File: src/hdl/gdrc_pkg.sv
// Package for the grid DDA ray caster: word types, datapath command codes,
// status struct and fixed widths. No dependencies.
package gdrc_pkg;

  localparam int DEF_MAP_W       = 16;
  localparam int DEF_MAP_H       = 16;
  localparam int DEF_TILE_PIXELS = 32;
  localparam int DEF_SCREEN_W    = 512;
  localparam int DEF_SCREEN_H    = 256;
  localparam int DEF_MAX_STEPS   = 32;

  localparam int STORE_DEPTH = 256;
  localparam int STORE_AW    = 8;
  localparam int KIND_W      = 2;
  localparam int DIV_W       = 35;
  localparam int COST_W      = 41;
  localparam int RD_W        = 22;
  localparam int CAM_W       = 20;
  localparam int MC_W        = 10;
  localparam int ADDR_W      = 13;
  localparam int H_W         = 12;
  localparam int OFF_W       = 7;
  localparam logic [19:0] DIST_MAX = 20'hfffff;
  localparam logic [7:0]  SHADE_MAX = 8'hff;

  localparam logic [3:0] OP_NOP  = 4'd0;
  localparam logic [3:0] OP_LOAD = 4'd1;
  localparam logic [3:0] OP_DGO  = 4'd2;
  localparam logic [3:0] OP_DPUT = 4'd3;
  localparam logic [3:0] OP_MULX = 4'd4;
  localparam logic [3:0] OP_RDX  = 4'd5;
  localparam logic [3:0] OP_MULY = 4'd6;
  localparam logic [3:0] OP_RDY  = 4'd7;
  localparam logic [3:0] OP_STEP = 4'd8;
  localparam logic [3:0] OP_HIT  = 4'd9;
  localparam logic [3:0] OP_MISS = 4'd10;

  localparam logic [3:0] DS_PX  = 4'd0;
  localparam logic [3:0] DS_PY  = 4'd1;
  localparam logic [3:0] DS_CAM = 4'd2;
  localparam logic [3:0] DS_DX  = 4'd3;
  localparam logic [3:0] DS_DY  = 4'd4;
  localparam logic [3:0] DS_CX  = 4'd5;
  localparam logic [3:0] DS_CY  = 4'd6;
  localparam logic [3:0] DS_HT  = 4'd7;
  localparam logic [3:0] DS_SHD = 4'd8;

  localparam logic ACT_WRITE = 1'b0;
  localparam logic ACT_CAST  = 1'b1;

  typedef struct packed {
    logic              action;
    logic [7:0]        tile_index;
    logic [1:0]        tile_kind;
    logic [8:0]        pos_x;
    logic [8:0]        pos_y;
    logic signed [15:0] dir_x;
    logic signed [15:0] dir_y;
    logic signed [15:0] plane_x;
    logic signed [15:0] plane_y;
    logic [8:0]        ray_column;
  } in_t;

  typedef struct packed {
    logic [8:0]  out_column;
    logic        hit_valid;
    logic [3:0]  hit_tile_x;
    logic [3:0]  hit_tile_y;
    logic        hit_side;
    logic [1:0]  hit_kind;
    logic [19:0] wall_distance;
    logic [8:0]  line_height;
    logic [7:0]  shade;
  } out_t;

  typedef struct packed {
    logic [3:0] op;
    logic [3:0] dsel;
  } cmd_t;

  typedef struct packed {
    logic div_done;
    logic zero_ray;
    logic out_map;
    logic tile_hit;
    logic steps_done;
  } status_t;

endpackage

File: src/hdl/gdrc_ram.sv
// Generic single-port-write, single-port-read RAM with registered read.
// No dependencies.
module gdrc_ram #(
  parameter int WIDTH = 2,
  parameter int DEPTH = 256
) (
  input  logic                     clk,
  input  logic                     we,
  input  logic [$clog2(DEPTH)-1:0] waddr,
  input  logic [WIDTH-1:0]         wdata,
  input  logic [$clog2(DEPTH)-1:0] raddr,
  output logic [WIDTH-1:0]         rdata
);

  logic [WIDTH-1:0] mem [DEPTH];

  always_ff @(posedge clk) begin
    if (we) begin
      mem[waddr] <= wdata;
    end
    rdata <= mem[raddr];
  end

endmodule

File: src/hdl/gdrc_div.sv
// Restoring unsigned divider, one quotient bit per cycle.
// No dependencies.
module gdrc_div #(
  parameter int W = 35
) (
  input  logic         clk,
  input  logic         rst_n,
  input  logic         go,
  input  logic [W-1:0] num,
  input  logic [W-1:0] den,
  output logic [W-1:0] quo,
  output logic         done
);

  localparam int CW = $clog2(W + 1);

  logic [W-1:0]  quo_r, rem_r, den_r;
  logic [CW-1:0] cnt_r;
  logic          run_r, done_r;
  logic [W:0]    sh, diff;

  assign sh   = {rem_r, quo_r[W-1]};
  assign diff = sh - {1'b0, den_r};

  always_ff @(posedge clk) begin
    if (!rst_n) begin
      run_r  <= 1'b0;
      done_r <= 1'b0;
      cnt_r  <= '0;
    end else begin
      done_r <= 1'b0;
      if (go) begin
        run_r <= 1'b1;
        cnt_r <= CW'(W);
      end else if (run_r) begin
        cnt_r <= cnt_r - 1'b1;
        if (cnt_r == CW'(1)) begin
          run_r  <= 1'b0;
          done_r <= 1'b1;
        end
      end
    end
  end

  always_ff @(posedge clk) begin
    if (go) begin
      rem_r <= '0;
      quo_r <= num;
      den_r <= den;
    end else if (run_r) begin
      if (!diff[W]) begin
        rem_r <= diff[W-1:0];
        quo_r <= {quo_r[W-2:0], 1'b1};
      end else begin
        rem_r <= sh[W-1:0];
        quo_r <= {quo_r[W-2:0], 1'b0};
      end
    end
  end

  assign quo  = quo_r;
  assign done = done_r;

endmodule

File: src/hdl/gdrc_dp.sv
// Datapath of the ray caster: input registers, tile store, shared divider,
// multiplier and DDA walk registers. Depends on gdrc_pkg, gdrc_ram, gdrc_div.
module gdrc_dp import gdrc_pkg::*; #(
  parameter int MAP_W       = DEF_MAP_W,
  parameter int MAP_H       = DEF_MAP_H,
  parameter int TILE_PIXELS = DEF_TILE_PIXELS,
  parameter int SCREEN_W    = DEF_SCREEN_W,
  parameter int SCREEN_H    = DEF_SCREEN_H,
  parameter int MAX_STEPS   = DEF_MAX_STEPS
) (
  input  logic    clk,
  input  logic    rst_n,
  input  in_t     in_word,
  input  cmd_t    cmd,
  output status_t status,
  output logic    out_valid,
  output out_t    out_word
);

  localparam int CNT_W = $clog2(MAX_STEPS + 1);
  localparam logic [COST_W-1:0] COST_INF = COST_W'(1) << 40;

  logic [8:0]               col_r, px_r, py_r;
  logic signed [15:0]       dirx_r, diry_r, plx_r, ply_r;
  logic signed [CAM_W-1:0]  cam_r;
  logic signed [35:0]       prod_r;
  logic signed [RD_W-1:0]   rdx_r, rdy_r;
  logic signed [MC_W-1:0]   mx_r, my_r;
  logic [OFF_W-1:0]         offx_r, offy_r;
  logic [COST_W-1:0]        dx_r, dy_r, cx_r, cy_r, dist_r;
  logic                     side_r;
  logic [CNT_W-1:0]         cnt_r;
  logic [H_W-1:0]           h_r;
  logic [7:0]               shade_r;
  logic [STORE_DEPTH-1:0]   valid_r;
  logic                     vld_q_r;
  logic                     out_valid_r;
  out_t                     out_r;

  logic [KIND_W-1:0] ram_q, kind_eff;
  logic              ram_we;
  logic [ADDR_W-1:0] afull;
  logic              in_store;
  logic              div_go, div_done;
  logic [DIV_W-1:0]  dnum, dden, quo;
  logic signed [12:0] ncol;
  logic [11:0]        ncmag;
  logic [25:0]        camq;
  logic [RD_W-1:0]    ax, ay;
  logic [35:0]        pmag;
  logic [21:0]        ptr;
  logic signed [RD_W-1:0] rd_nxt;
  logic [OFF_W-1:0]   fracx, fracy;
  logic [35:0]        mulcx, mulcy;
  logic [35:0]        cxq, cyq;
  logic [19:0]        shq;
  out_t               miss_w;

  assign ram_we = (cmd.op == OP_LOAD) && (in_word.action == ACT_WRITE) &&
                  (ADDR_W'(in_word.tile_index) < ADDR_W'(MAP_W * MAP_H));

  assign afull = ADDR_W'(my_r) * ADDR_W'(MAP_W) + ADDR_W'(mx_r);
  assign in_store = afull < ADDR_W'(STORE_DEPTH);

  gdrc_ram #(.WIDTH(KIND_W), .DEPTH(STORE_DEPTH)) u_ram (
    .clk   (clk),
    .we    (ram_we),
    .waddr (in_word.tile_index),
    .wdata (in_word.tile_kind),
    .raddr (afull[STORE_AW-1:0]),
    .rdata (ram_q)
  );

  always_ff @(posedge clk) begin
    if (!rst_n) begin
      valid_r <= '0;
    end else if (ram_we) begin
      valid_r[in_word.tile_index] <= 1'b1;
    end
  end

  always_ff @(posedge clk) begin
    vld_q_r <= valid_r[afull[STORE_AW-1:0]];
  end

  assign kind_eff = (vld_q_r && in_store) ? ram_q : '0;

  assign ncol  = $signed({3'b000, col_r, 1'b0}) - $signed(13'(SCREEN_W));
  assign ncmag = ncol[12] ? 12'(-ncol) : 12'(ncol);
  assign camq  = {ncmag, 14'b0} / 26'(SCREEN_W);
  assign ax    = rdx_r[RD_W-1] ? RD_W'(-rdx_r) : RD_W'(rdx_r);
  assign ay    = rdy_r[RD_W-1] ? RD_W'(-rdy_r) : RD_W'(rdy_r);
  assign fracx = rdx_r[RD_W-1] ? offx_r : OFF_W'(TILE_PIXELS) - offx_r;
  assign fracy = rdy_r[RD_W-1] ? offy_r : OFF_W'(TILE_PIXELS) - offy_r;
  assign mulcx = 36'(fracx) * 36'(dx_r[28:0]);
  assign mulcy = 36'(fracy) * 36'(dy_r[28:0]);
  assign cxq   = mulcx / 36'(TILE_PIXELS);
  assign cyq   = mulcy / 36'(TILE_PIXELS);
  assign shq   = (20'(h_r) * 20'(SHADE_MAX)) / 20'(SCREEN_H);

  assign pmag = prod_r[35] ? 36'(-prod_r) : 36'(prod_r);
  assign ptr  = pmag[35:14];

  always_comb begin
    if (cmd.op == OP_RDX) begin
      rd_nxt = prod_r[35] ? RD_W'(dirx_r) - $signed(ptr) : RD_W'(dirx_r) + $signed(ptr);
    end else begin
      rd_nxt = prod_r[35] ? RD_W'(diry_r) - $signed(ptr) : RD_W'(diry_r) + $signed(ptr);
    end
  end

  always_comb begin
    dnum = '0;
    dden = '0;
    case (cmd.dsel)
      DS_DX: begin
        dnum = DIV_W'(1) << 28;
        dden = DIV_W'(ax);
      end
      DS_DY: begin
        dnum = DIV_W'(1) << 28;
        dden = DIV_W'(ay);
      end
      DS_HT: begin
        dnum = DIV_W'(SCREEN_H) << 14;
        dden = dist_r[DIV_W-1:0];
      end
      default: begin
        dnum = '0;
        dden = '0;
      end
    endcase
  end

  assign div_go = (cmd.op == OP_DGO);

  gdrc_div #(.W(DIV_W)) u_div (
    .clk   (clk),
    .rst_n (rst_n),
    .go    (div_go),
    .num   (dnum),
    .den   (dden),
    .quo   (quo),
    .done  (div_done)
  );

  always_ff @(posedge clk) begin
    case (cmd.op)
      OP_LOAD: begin
        col_r  <= in_word.ray_column;
        px_r   <= in_word.pos_x;
        py_r   <= in_word.pos_y;
        dirx_r <= in_word.dir_x;
        diry_r <= in_word.dir_y;
        plx_r  <= in_word.plane_x;
        ply_r  <= in_word.plane_y;
        cnt_r  <= '0;
      end
      OP_DPUT: begin
        case (cmd.dsel)
          DS_PX: begin
            mx_r   <= MC_W'(px_r / 9'(TILE_PIXELS));
            offx_r <= OFF_W'(px_r % 9'(TILE_PIXELS));
          end
          DS_PY: begin
            my_r   <= MC_W'(py_r / 9'(TILE_PIXELS));
            offy_r <= OFF_W'(py_r % 9'(TILE_PIXELS));
          end
          DS_CAM: cam_r <= ncol[12] ? -$signed(CAM_W'(camq)) : $signed(CAM_W'(camq));
          DS_DX: dx_r <= (ax == '0) ? COST_INF : COST_W'(quo);
          DS_DY: dy_r <= (ay == '0) ? COST_INF : COST_W'(quo);
          DS_CX: cx_r <= (ax == '0) ? COST_INF : COST_W'(cxq);
          DS_CY: cy_r <= (ay == '0) ? COST_INF : COST_W'(cyq);
          DS_HT: begin
            if (dist_r == '0 || quo > DIV_W'(SCREEN_H)) begin
              h_r <= H_W'(SCREEN_H);
            end else begin
              h_r <= H_W'(quo);
            end
          end
          DS_SHD: shade_r <= shq[7:0];
          default: begin
          end
        endcase
      end
      OP_MULX: prod_r <= plx_r * cam_r;
      OP_MULY: prod_r <= ply_r * cam_r;
      OP_RDX: rdx_r <= rd_nxt;
      OP_RDY: rdy_r <= rd_nxt;
      OP_STEP: begin
        cnt_r <= cnt_r + 1'b1;
        if (cx_r < cy_r) begin
          dist_r <= cx_r;
          cx_r   <= cx_r + dx_r;
          mx_r   <= rdx_r[RD_W-1] ? mx_r - 1'b1 : mx_r + 1'b1;
          side_r <= 1'b0;
        end else begin
          dist_r <= cy_r;
          cy_r   <= cy_r + dy_r;
          my_r   <= rdy_r[RD_W-1] ? my_r - 1'b1 : my_r + 1'b1;
          side_r <= 1'b1;
        end
      end
      default: begin
      end
    endcase
  end

  always_ff @(posedge clk) begin
    if (!rst_n) begin
      out_valid_r <= 1'b0;
    end else begin
      out_valid_r <= (cmd.op == OP_HIT) || (cmd.op == OP_MISS);
    end
  end

  always_comb begin
    miss_w            = '0;
    miss_w.out_column = col_r;
  end

  always_ff @(posedge clk) begin
    if (cmd.op == OP_HIT) begin
      out_r.out_column    <= col_r;
      out_r.hit_valid     <= 1'b1;
      out_r.hit_tile_x    <= mx_r[3:0];
      out_r.hit_tile_y    <= my_r[3:0];
      out_r.hit_side      <= side_r;
      out_r.hit_kind      <= kind_eff;
      out_r.wall_distance <= (dist_r > COST_W'(DIST_MAX)) ? DIST_MAX : dist_r[19:0];
      out_r.line_height   <= h_r[8:0];
      out_r.shade         <= shade_r;
    end else if (cmd.op == OP_MISS) begin
      out_r <= miss_w;
    end
  end

  assign status.div_done   = div_done;
  assign status.zero_ray   = (rdx_r == '0) && (rdy_r == '0);
  assign status.out_map    = mx_r[MC_W-1] || (mx_r >= $signed(MC_W'(MAP_W))) ||
                             my_r[MC_W-1] || (my_r >= $signed(MC_W'(MAP_H)));
  assign status.tile_hit   = (kind_eff != '0);
  assign status.steps_done = (cnt_r == CNT_W'(MAX_STEPS));

  assign out_valid = out_valid_r;
  assign out_word  = out_r;

endmodule

File: src/hdl/gdrc_ctrl.sv
// Controller state machine of the ray caster: sequences divisions, products
// and the grid walk. Depends on gdrc_pkg.
module gdrc_ctrl import gdrc_pkg::*; (
  input  logic    clk,
  input  logic    rst_n,
  input  logic    start,
  input  logic    in_action,
  input  status_t status,
  output cmd_t    cmd,
  output logic    busy
);

  localparam logic [4:0] S_IDLE  = 5'd0;
  localparam logic [4:0] S_PX    = 5'd1;
  localparam logic [4:0] S_PY    = 5'd2;
  localparam logic [4:0] S_CAM   = 5'd3;
  localparam logic [4:0] S_MULX  = 5'd4;
  localparam logic [4:0] S_RDX   = 5'd5;
  localparam logic [4:0] S_MULY  = 5'd6;
  localparam logic [4:0] S_RDY   = 5'd7;
  localparam logic [4:0] S_ZCHK  = 5'd8;
  localparam logic [4:0] S_DX_GO = 5'd9;
  localparam logic [4:0] S_DX_WT = 5'd10;
  localparam logic [4:0] S_DY_GO = 5'd11;
  localparam logic [4:0] S_DY_WT = 5'd12;
  localparam logic [4:0] S_CX    = 5'd13;
  localparam logic [4:0] S_CY    = 5'd14;
  localparam logic [4:0] S_STEP  = 5'd15;
  localparam logic [4:0] S_LOOK  = 5'd16;
  localparam logic [4:0] S_CHK   = 5'd17;
  localparam logic [4:0] S_HT_GO = 5'd18;
  localparam logic [4:0] S_HT_WT = 5'd19;
  localparam logic [4:0] S_SD    = 5'd20;
  localparam logic [4:0] S_HIT   = 5'd21;
  localparam logic [4:0] S_MISS  = 5'd22;

  logic [4:0] state_r, state_nxt;

  always_ff @(posedge clk) begin
    if (!rst_n) begin
      state_r <= S_IDLE;
    end else begin
      state_r <= state_nxt;
    end
  end

  always_comb begin
    state_nxt = state_r;
    cmd.op    = OP_NOP;
    cmd.dsel  = DS_PX;
    case (state_r)
      S_IDLE: begin
        if (start) begin
          cmd.op = OP_LOAD;
          if (in_action == ACT_CAST) begin
            state_nxt = S_PX;
          end
        end
      end
      S_PX: begin
        cmd.op = OP_DPUT; cmd.dsel = DS_PX; state_nxt = S_PY;
      end
      S_PY: begin
        cmd.op = OP_DPUT; cmd.dsel = DS_PY; state_nxt = S_CAM;
      end
      S_CAM: begin
        cmd.op = OP_DPUT; cmd.dsel = DS_CAM; state_nxt = S_MULX;
      end
      S_MULX: begin
        cmd.op = OP_MULX; state_nxt = S_RDX;
      end
      S_RDX: begin
        cmd.op = OP_RDX; state_nxt = S_MULY;
      end
      S_MULY: begin
        cmd.op = OP_MULY; state_nxt = S_RDY;
      end
      S_RDY: begin
        cmd.op = OP_RDY; state_nxt = S_ZCHK;
      end
      S_ZCHK: begin
        state_nxt = status.zero_ray ? S_MISS : S_DX_GO;
      end
      S_DX_GO: begin
        cmd.op = OP_DGO; cmd.dsel = DS_DX; state_nxt = S_DX_WT;
      end
      S_DX_WT: begin
        cmd.dsel = DS_DX;
        if (status.div_done) begin
          cmd.op = OP_DPUT; state_nxt = S_DY_GO;
        end
      end
      S_DY_GO: begin
        cmd.op = OP_DGO; cmd.dsel = DS_DY; state_nxt = S_DY_WT;
      end
      S_DY_WT: begin
        cmd.dsel = DS_DY;
        if (status.div_done) begin
          cmd.op = OP_DPUT; state_nxt = S_CX;
        end
      end
      S_CX: begin
        cmd.op = OP_DPUT; cmd.dsel = DS_CX; state_nxt = S_CY;
      end
      S_CY: begin
        cmd.op = OP_DPUT; cmd.dsel = DS_CY; state_nxt = S_STEP;
      end
      S_STEP: begin
        cmd.op = OP_STEP; state_nxt = S_LOOK;
      end
      S_LOOK: begin
        state_nxt = status.out_map ? S_MISS : S_CHK;
      end
      S_CHK: begin
        if (status.tile_hit) begin
          state_nxt = S_HT_GO;
        end else if (status.steps_done) begin
          state_nxt = S_MISS;
        end else begin
          state_nxt = S_STEP;
        end
      end
      S_HT_GO: begin
        cmd.op = OP_DGO; cmd.dsel = DS_HT; state_nxt = S_HT_WT;
      end
      S_HT_WT: begin
        cmd.dsel = DS_HT;
        if (status.div_done) begin
          cmd.op = OP_DPUT; state_nxt = S_SD;
        end
      end
      S_SD: begin
        cmd.op = OP_DPUT; cmd.dsel = DS_SHD; state_nxt = S_HIT;
      end
      S_HIT: begin
        cmd.op = OP_HIT; state_nxt = S_IDLE;
      end
      S_MISS: begin
        cmd.op = OP_MISS; state_nxt = S_IDLE;
      end
      default: begin
        state_nxt = S_IDLE;
      end
    endcase
  end

  assign busy = (state_r != S_IDLE);

endmodule

File: src/hdl/grid_dda_ray_caster_unit.sv
// Top level of the grid DDA ray caster: controller plus datapath.
// Depends on gdrc_pkg, gdrc_ctrl and gdrc_dp.
//
// Usage: a word is taken on in_word when start is high and busy is low.
// A word with action 0 writes one map tile in that same cycle; busy stays
// low and no result follows, so writes may follow one another directly.
// A word with action 1 casts one ray; busy rises and stays high until the
// result has been formed. The result is shown on out_word for exactly one
// cycle with out_valid high, the first cycle in which busy is low again;
// the receiver cannot stall it and must take it then. A new word may be
// taken in that same cycle.
// A cast divides the two step costs and, on a hit, the wall height one
// after another on the shared one-bit-per-cycle divider; each walk step
// passes through the states S_STEP, S_LOOK and S_CHK around the registered
// tile store read. A walk without a hit gives a miss result, and a zero
// ray gives its miss result before any division.
// Reset (rst_n low, synchronous) returns the controller to idle and marks
// every tile empty at once; words may be issued on the next cycle.
module grid_dda_ray_caster_unit import gdrc_pkg::*; #(
  parameter int MAP_W       = DEF_MAP_W,
  parameter int MAP_H       = DEF_MAP_H,
  parameter int TILE_PIXELS = DEF_TILE_PIXELS,
  parameter int SCREEN_W    = DEF_SCREEN_W,
  parameter int SCREEN_H    = DEF_SCREEN_H,
  parameter int MAX_STEPS   = DEF_MAX_STEPS
) (
  input  logic clk,
  input  logic rst_n,
  input  logic start,
  output logic busy,
  input  in_t  in_word,
  output logic out_valid,
  output out_t out_word
);

  cmd_t    cmd;
  status_t status;

  gdrc_ctrl u_ctrl (
    .clk       (clk),
    .rst_n     (rst_n),
    .start     (start),
    .in_action (in_word.action),
    .status    (status),
    .cmd       (cmd),
    .busy      (busy)
  );

  gdrc_dp #(
    .MAP_W       (MAP_W),
    .MAP_H       (MAP_H),
    .TILE_PIXELS (TILE_PIXELS),
    .SCREEN_W    (SCREEN_W),
    .SCREEN_H    (SCREEN_H),
    .MAX_STEPS   (MAX_STEPS)
  ) u_dp (
    .clk       (clk),
    .rst_n     (rst_n),
    .in_word   (in_word),
    .cmd       (cmd),
    .status    (status),
    .out_valid (out_valid),
    .out_word  (out_word)
  );

`ifndef SYNTH
  a_strobe_single: assert property (@(posedge clk) disable iff (!rst_n)
    out_valid |=> !out_valid) else $error("result strobe lasted two cycles");
  a_strobe_idle: assert property (@(posedge clk) disable iff (!rst_n)
    out_valid |-> !busy) else $error("result shown while busy");
  a_cast_busy: assert property (@(posedge clk) disable iff (!rst_n)
    (start && !busy && in_word.action) |=> busy) else $error("cast word not taken");
  a_write_idle: assert property (@(posedge clk) disable iff (!rst_n)
    (start && !busy && !in_word.action) |=> (!busy && !out_valid))
    else $error("tile write started work");
`endif

endmodule
File: config.mk
export PLATFORM = sky130hd
export DESIGN_NAME = grid_dda_ray_caster_unit
export DESIGN_NICKNAME = d
export VERILOG_FILES = /design/src/hdl/gdrc_pkg.sv /design/src/hdl/gdrc_ram.sv /design/src/hdl/gdrc_div.sv /design/src/hdl/gdrc_dp.sv /design/src/hdl/gdrc_ctrl.sv /design/src/hdl/grid_dda_ray_caster_unit.sv
export SDC_FILE = /design/constraint.sdc
export NUM_CORES = 2
export LEC_CHECK = 0
export ABC_AREA = 1
export BUFFER_PORTS_ARGS = -buffer_cell sky130_fd_sc_hd__buf_2
export CAP_MARGIN = 40
export CORE_ASPECT_RATIO = 0.75
export CORE_MARGIN = 2
export CORE_UTILIZATION = 35
export CTS_CLUSTER_DIAMETER = 200
export CTS_CLUSTER_SIZE = 14
export DETAILED_ROUTE_END_ITERATION = 6
export HOLD_SLACK_MARGIN = 0.06
export SLEW_MARGIN = 20
export SYNTH_ARGS = -nofsm -noshare
export SYNTH_HDL_FRONTEND = slang
export SYNTH_SLANG_ARGS = --single-unit
File: constraint.sdc
create_clock -name clk -period 8.1 [get_ports clk]
set_input_delay 1.215 -clock clk [delete_from_list [all_inputs] [get_ports clk]]
set_output_delay 1.215 -clock clk [all_outputs]
set_load 0.05 [all_outputs]
---- Word level (Yosys, flattened, before mapping) ----
Memory sizes are Yosys's and may differ from the RTL's. A register that Yosys moved wholly into a read port is not among the register bits.
Cells that the tools add are included.
storage, ports and cells
  bits in registers ....................... 887
  latch bits .............................. 0
  RAM bits ................................ 512
  memory bits (read-only) ................. 0
  input bits .............................. 105
  memories kept ........................... 1
operators by class
  add/subtract/negate cells ............... 22
  $mul .................................... 5
  div/mod/pow operators ................... 0
  $lt $le $gt $ge ......................... 9
  equal/unequal tests ..................... 53
  shifts and indexed selects .............. 0
  multiplexer cells ....................... 68
  bitwise logic cells ..................... 4
  reductions and logical operators ........ 44
memory list
  name            words  bits a word  read ports  clocked after Yosys merged registers in  wr ports  line            RTL
  u_dp.u_ram.mem  256    2            1           1                                        1         gdrc_ram.sv:15  logic [WIDTH-1:0] mem [DEPTH];
operators by type and width
  kind                                                   count
  2-to-1 mux 41 bit                                      9
  OR 256 bit                                             1
  one-hot mux 41 bit (2 select lines)                    2
  2-to-1 mux 58 bit                                      2
  2-to-1 mux 22 bit                                      5
  2-to-1 mux 35 bit                                      3
  one-hot mux 35 bit (3 select lines)                    1
  one-hot mux 5 bit (21 select lines)                    1
  logical NOT 22 bit                                     4
  adder 41 bit                                           2
  multiplier 16 x 20 -> 36 bit                           2
  multiplier 7 x 29 -> 36 bit                            2
  one-hot mux 36 bit (2 select lines)                    1
  2-to-1 mux 10 bit                                      6
  one-hot mux 29 bit (2 select lines)                    1
  adder 16 x 22 -> 22 bit                                2
  negator 22 bit                                         2
  one-hot mux 4 bit (11 select lines)                    1
  subtractor 16 x 22 -> 22 bit                           2
  > comparator 41 x 20 -> 1 bit (second input constant)  1
  logical NOT 41 bit                                     1
  less-than comparator 41 bit                            1
  == test 5 x 4 -> 1 bit (second input constant)         8
  2-to-1 mux 5 bit                                       8
  other kinds (56)                                       137

---- Depth between registers and ports, before layout ----
  depth after elaboration ................. 7
  gate-level depth with buffers ........... 34
  gate-level depth less buffers ........... 30

---- By module ----
A second synthesis with hierarchy kept.
unflattened totals
  cell total of the unflattened synthesis .. 12,417
  area total of the unflattened synthesis .. 103,082.6 µm²
modules (own cells, without submodules)
  module     times used  cells each  area an instance (µm²)  seq. area each (µm²)
  gdrc_dp    1           9,148       72,665.9                19,839.0
  gdrc_ram   1           2,055       22,126.2                15,414.8
  gdrc_div   1           1,078       7,578.5                 2,962.8
  gdrc_ctrl  1           136         711.9                   100.1

---- Least setup slack after synthesis ----
Ideal clock, no wire load.
  path kind ............................... register -> register
  from .................................... register u_dp.ply_r[5]
  to ...................................... register u_dp.prod_r[35] (data pin)
  data arrival time ....................... 5.790 ns
  data required time ...................... 7.847 ns
  setup slack ............................. 2.057 ns
  stages on the path, launching flop included .. 22
  buffers on the path ..................... 1
  period minus slack after synthesis ...... 6.043 ns
  cells stage by stage .................... edfxtp_1 > clkbuf_1 > nand2_1 > fa_1 > inv_1 > fa_1 > fa_1 > fa_1 > fa_1 > inv_1 > fa_1 > inv_1 > ha_1 > nand2_1 > nor2_1 > nor3b_1 > nand4_1 > nand3_1 > a31oi_1 > xnor2_1 > nand2_1 > nand2_1
on the way
  cells in the longest elaborated chain, start to end .. 2
RTL lines
  item                                 line            RTL
  start, declared                      gdrc_dp.sv:24   logic signed [15:0] dirx_r, diry_r, plx_r, ply_r;
  start signal, assigned               gdrc_dp.sv:156  ply_r <= in_word.plane_y;
  multiplier 16 x 20 -> 36 bit         gdrc_dp.sv:187  OP_MULY: prod_r <= ply_r * cam_r;
  one-hot mux 36 bit (2 select lines)  gdrc_dp.sv:148  case (cmd.op)
  end signal, assigned                 gdrc_dp.sv:186  OP_MULX: prod_r <= plx_r * cam_r;
  end signal, assigned                 gdrc_dp.sv:187
  end, declared                        gdrc_dp.sv:26   logic signed [35:0] prod_r;
No other way between the ends.
A chain may end at the register's enable or synchronous reset.

---- Worst setup path in the final report ----
Same ends and word-level chain as after synthesis.

==> results.yml <==
run_status:
  status: "completed"
sta:
  worstMarginPinSlew_ns: 1.029
  max-slew-margin-rel_pct: 31.41
  final.period_utilization_pct: 86.38
  finalSetupViolations: 0
  skew_final_ns: 0.1086
  fmax_mhz: 142.9
  period_needed_ns: 6.997
  grt_setup_unrepaired: "no"
  finalSetupTns_ns: 0
  hold_violations: 0
  finalHoldWorstSlack_ns: 0.4248
  final_max_slew_viol_count: 0
finish:
  final_nets: 13299
  multi_input_comb_area_um2: 53440
  final.fill_count: 29288
  sequential_cell_area_um2: 38320
  final_util_pct: 38.23
  most-common-layout-cells: "2129 x nor2_1, 2043 x nand2_1, 1924 x inv_1"
  areaGrowthSynthToFinish_pct: 8.653
  final_layout_size_suffix_gt1_share_pct: 5.069
  mostFrequentLayoutCell: "nor2_1"
  stdcell_count: 15785
yosys:
  synth.avg_cell_area_um2: 8.445
  synth_top_cell_by_area: "edfxtp_1"
  yosys.cell_types.count: 54
  fraction_of_synthesized_cell_area_taken_by_the_top_area_cell_type_pct: 31.92
  synth-edff-count: 1070
  ys_async_sr_fraction_pct: 0
  synth_area_leaders: "edfxtp_1 32%, fa_1 15%, nor2_1 8.0%"
  yosys_warnings: 0
  synth_seq_cells: 1379
  summed_instance_area_of_the_synthesized_netlist_um2: 100700
  synth.yosys.seq_area_share_pct: 38.06
  netlist_instances: 11920
  dominantRegCellSynth: "edfxtp_1"
place:
  detailedPlacementHpwl_um: 224700
  dpl.cell_count: 15577
  gpl.final_weighted_congestion: 0.9642
  io_buffers: 164
clock_network:
  numClockSinks: 1379
  htree_num_levels: 3
  tritoncts_clock_tree: "done"
  cts_max_path_buffers: 3
  cts.hold.buffers_added: 0
  insertion_delay_ns: 0.82
  cts_made_buffers: 109
  setup_repair_bufs_after_cts: 0
  post_cts_resize_count: 0
  buffer_cell_driving_the_clock_tree_root: "clkbuf_16"
  clk_pin_slew_ns: 0.09
setup_path:
  cp_data_arrival_time_ns: 7.50
  cp-end-kind: "flip-flop"
  worstSetupPathType: "flip-flop to flip-flop"
  critical_path_required_ns: 8.60
  worstRegToRegCells: 20
  crit_path_max_fanout: 14
  worst_setup_path_start_kind: "flip-flop"
detailed_routing:
  first_iter_violations: 8405
  num_vias: 79957
  avgRoutedWirePerCell_um: 19.26
  avgViaCountPerCell: 5.065
  drtAntennaViolNets: 0
  dr.pass1.iters: 6
  drcViolationCount: 0
  routed_wirelength_um: 304000
pwr:
  static-leakage-power_nw: 48.89
  p_per_area_nw_per_um2: 327.8
  peak_supply_drop_mv: 0.5215
worst_hold_path:
  holdPathStages: 0
  timing.hold.worst.class: "flip-flop to flip-flop"
global_routing:
  antenna_violations_before_repair: 15
  largest_net_degree_at_the_start_of_global_routing: 204
  grt_remaining_overflow: 0
  first_global_vias: 75401
  gr-usage-all-layers_pct: 20.56
  grt_first_pass_wirelength_um: 464300
die:
  core_area_um2: 286100
  boundaryPins: 165
  chipHeight_um: 468.5
  num_rows: 170
  floorplan.die_area_um2: 292000
  initial_utilization_pct: 35.19
  die-width_um: 623.3
flow_run:
  maxCapViolations: 0
-- metrics by stage --
step | total power, W | worst slack (ns) | cell area, µm²
after detailed placement | 0.03046 | 1.239 | 105900
after global placement | 0.03054 | 1.070 | 105500
after CTS | 0.03591 | 1.148 | 109100
after global routing | 0.03943 | 0.6626 | 109400
final | 0.03586 | 1.103 | 109400
after floorplan | 0.02437 | 2.057 | 100700
-- kinds of logic (layout without fill, tap and decap cells) --
logic type | after synthesis | in the layout | synth area share (%)
adders and majority gates | 1279 | 1279 | 21.45
DFF | 1379 | 1379 | 38.06
and+or+nand+nor | 5031 | 5031 | 20.69
buffers and inverters | 2367 | 2440 | 8.958
muxes | 4 | 4 | 0.03977
AOI/OAI and AO/OA | 1656 | 1656 | 9.023
xor gates and xnor gates | 203 | 203 | 1.766
other | 1 | 9 | 0.003725
-- metal layers --
| metal | track usage, % | vias to the layer above | wire length [µm] |
|---|---|---|---|
| met5 | 0 | - | 30 |
| met4 | 3.879 | 6 | 5430 |
| met3 | 3.437 | 282 | 27750 |
| met2 | 29.64 | 2927 | 123900 |
| met1 | 32.10 | 38576 | 146800 |
| li1 | - | 38166 | - |
-- flip-flops by register name (all words and copies together), names as in the netlist, 22 cells and up --
| register | count |
|---|---|
| u_dp.cy_r | 41 |
| u_dp.cx_r | 41 |
| u_dp.rdy_r | 22 |
| u_dp.valid_r | 256 |
| u_dp.u_ram.mem | 512 |
| u_dp.dx_r | 36 |
| u_dp.out_word | 58 |
| u_dp.u_div.quo | 35 |
| u_dp.dy_r | 36 |
| u_dp.u_div.den_r | 35 |
| u_dp.rdx_r | 22 |
| u_dp.u_div.rem_r | 35 |
| u_dp.dist_r | 41 |
| u_dp.prod_r | 30 |
-- final cells by class --
cell class / instances / area share, %
well taps: 3784 / 4.329
clock buffers: 182 / 2.764
diodes: 6 / 0.01373
multi-input cells: 8176 / 48.85
repair buffers: 299 / 2.077
clock inverters: 9 / 0.2139
flip-flops and latches: 1379 / 35.03
inverters: 1950 / 6.717
-- final timing paths --
| path | startpoint | endpoint | slack, ns |
|---|---|---|---|
| hold / removal | u_dp.py_r[2]$_DFFE_PN_ | u_dp.offy_r[2]$_DFFE_PP_ | 0.42 |
| hold reg to reg | u_dp.py_r[2]$_DFFE_PN_ | u_dp.offy_r[2]$_DFFE_PP_ | 0.42 |
| setup reg to reg | u_dp.ply_r[5]$_DFFE_PN_ | u_dp.prod_r[35]$_DFFE_PP_ | 1.10 |
| setup / recovery | u_dp.ply_r[5]$_DFFE_PN_ | u_dp.prod_r[35]$_DFFE_PP_ | 1.10 |
-- report_power, final --
part / leakage [nW] / switching (W) / internal (W)
clock network: 1.53 / 0.00279 / 0.00257
registers: 12.3 / 0.000286 / 0.00829
logic: 35.1 / 0.0142 / 0.00768
total: 48.9 / 0.0173 / 0.0185
-- critical path: stages (launching register included) --
cell and delay [ns]:
edfxtp_1 0.88, nand2_1 0.25, fa_1 0.61, inv_1 0.07
fa_1 0.95, fa_1 0.52, fa_1 0.48, fa_1 0.55
inv_1 0.06, fa_1 0.53, inv_1 0.04, ha_1 0.38
nand2_1 0.14, nor2_1 0.16, nor3b_1 0.33, nand4_1 0.15
nand3_1 0.21, a31oi_1 0.12, xnor2_1 0.13, nand2_1 0.07
nand2_1 0.06
-- synth_stat cells (9+ instances only) --
master    number
or2_2         43
xor2_1       113
xnor2_1       90
dfxtp_1      309
nor4_1        24
o221ai_1       9
clkbuf_1     338
o22ai_1      193
nor2_4        86
a21o_1        45
nand2_1     2047
a21boi_0      14
o21a_1        21
fa_1         745
nor2_1      2138
inv_1       1935
buf_2         46
buf_1         23
o211ai_1      21
o21ai_0      782
edfxtp_1    1070
a21oi_1      441
buf_6         10
a31oi_1       54
nand3b_1      21
nand3_1      496
ha_1         534
nand4_1       72
o21bai_1      38
nor3_1        64
Power figures use the tool's default switching activity.
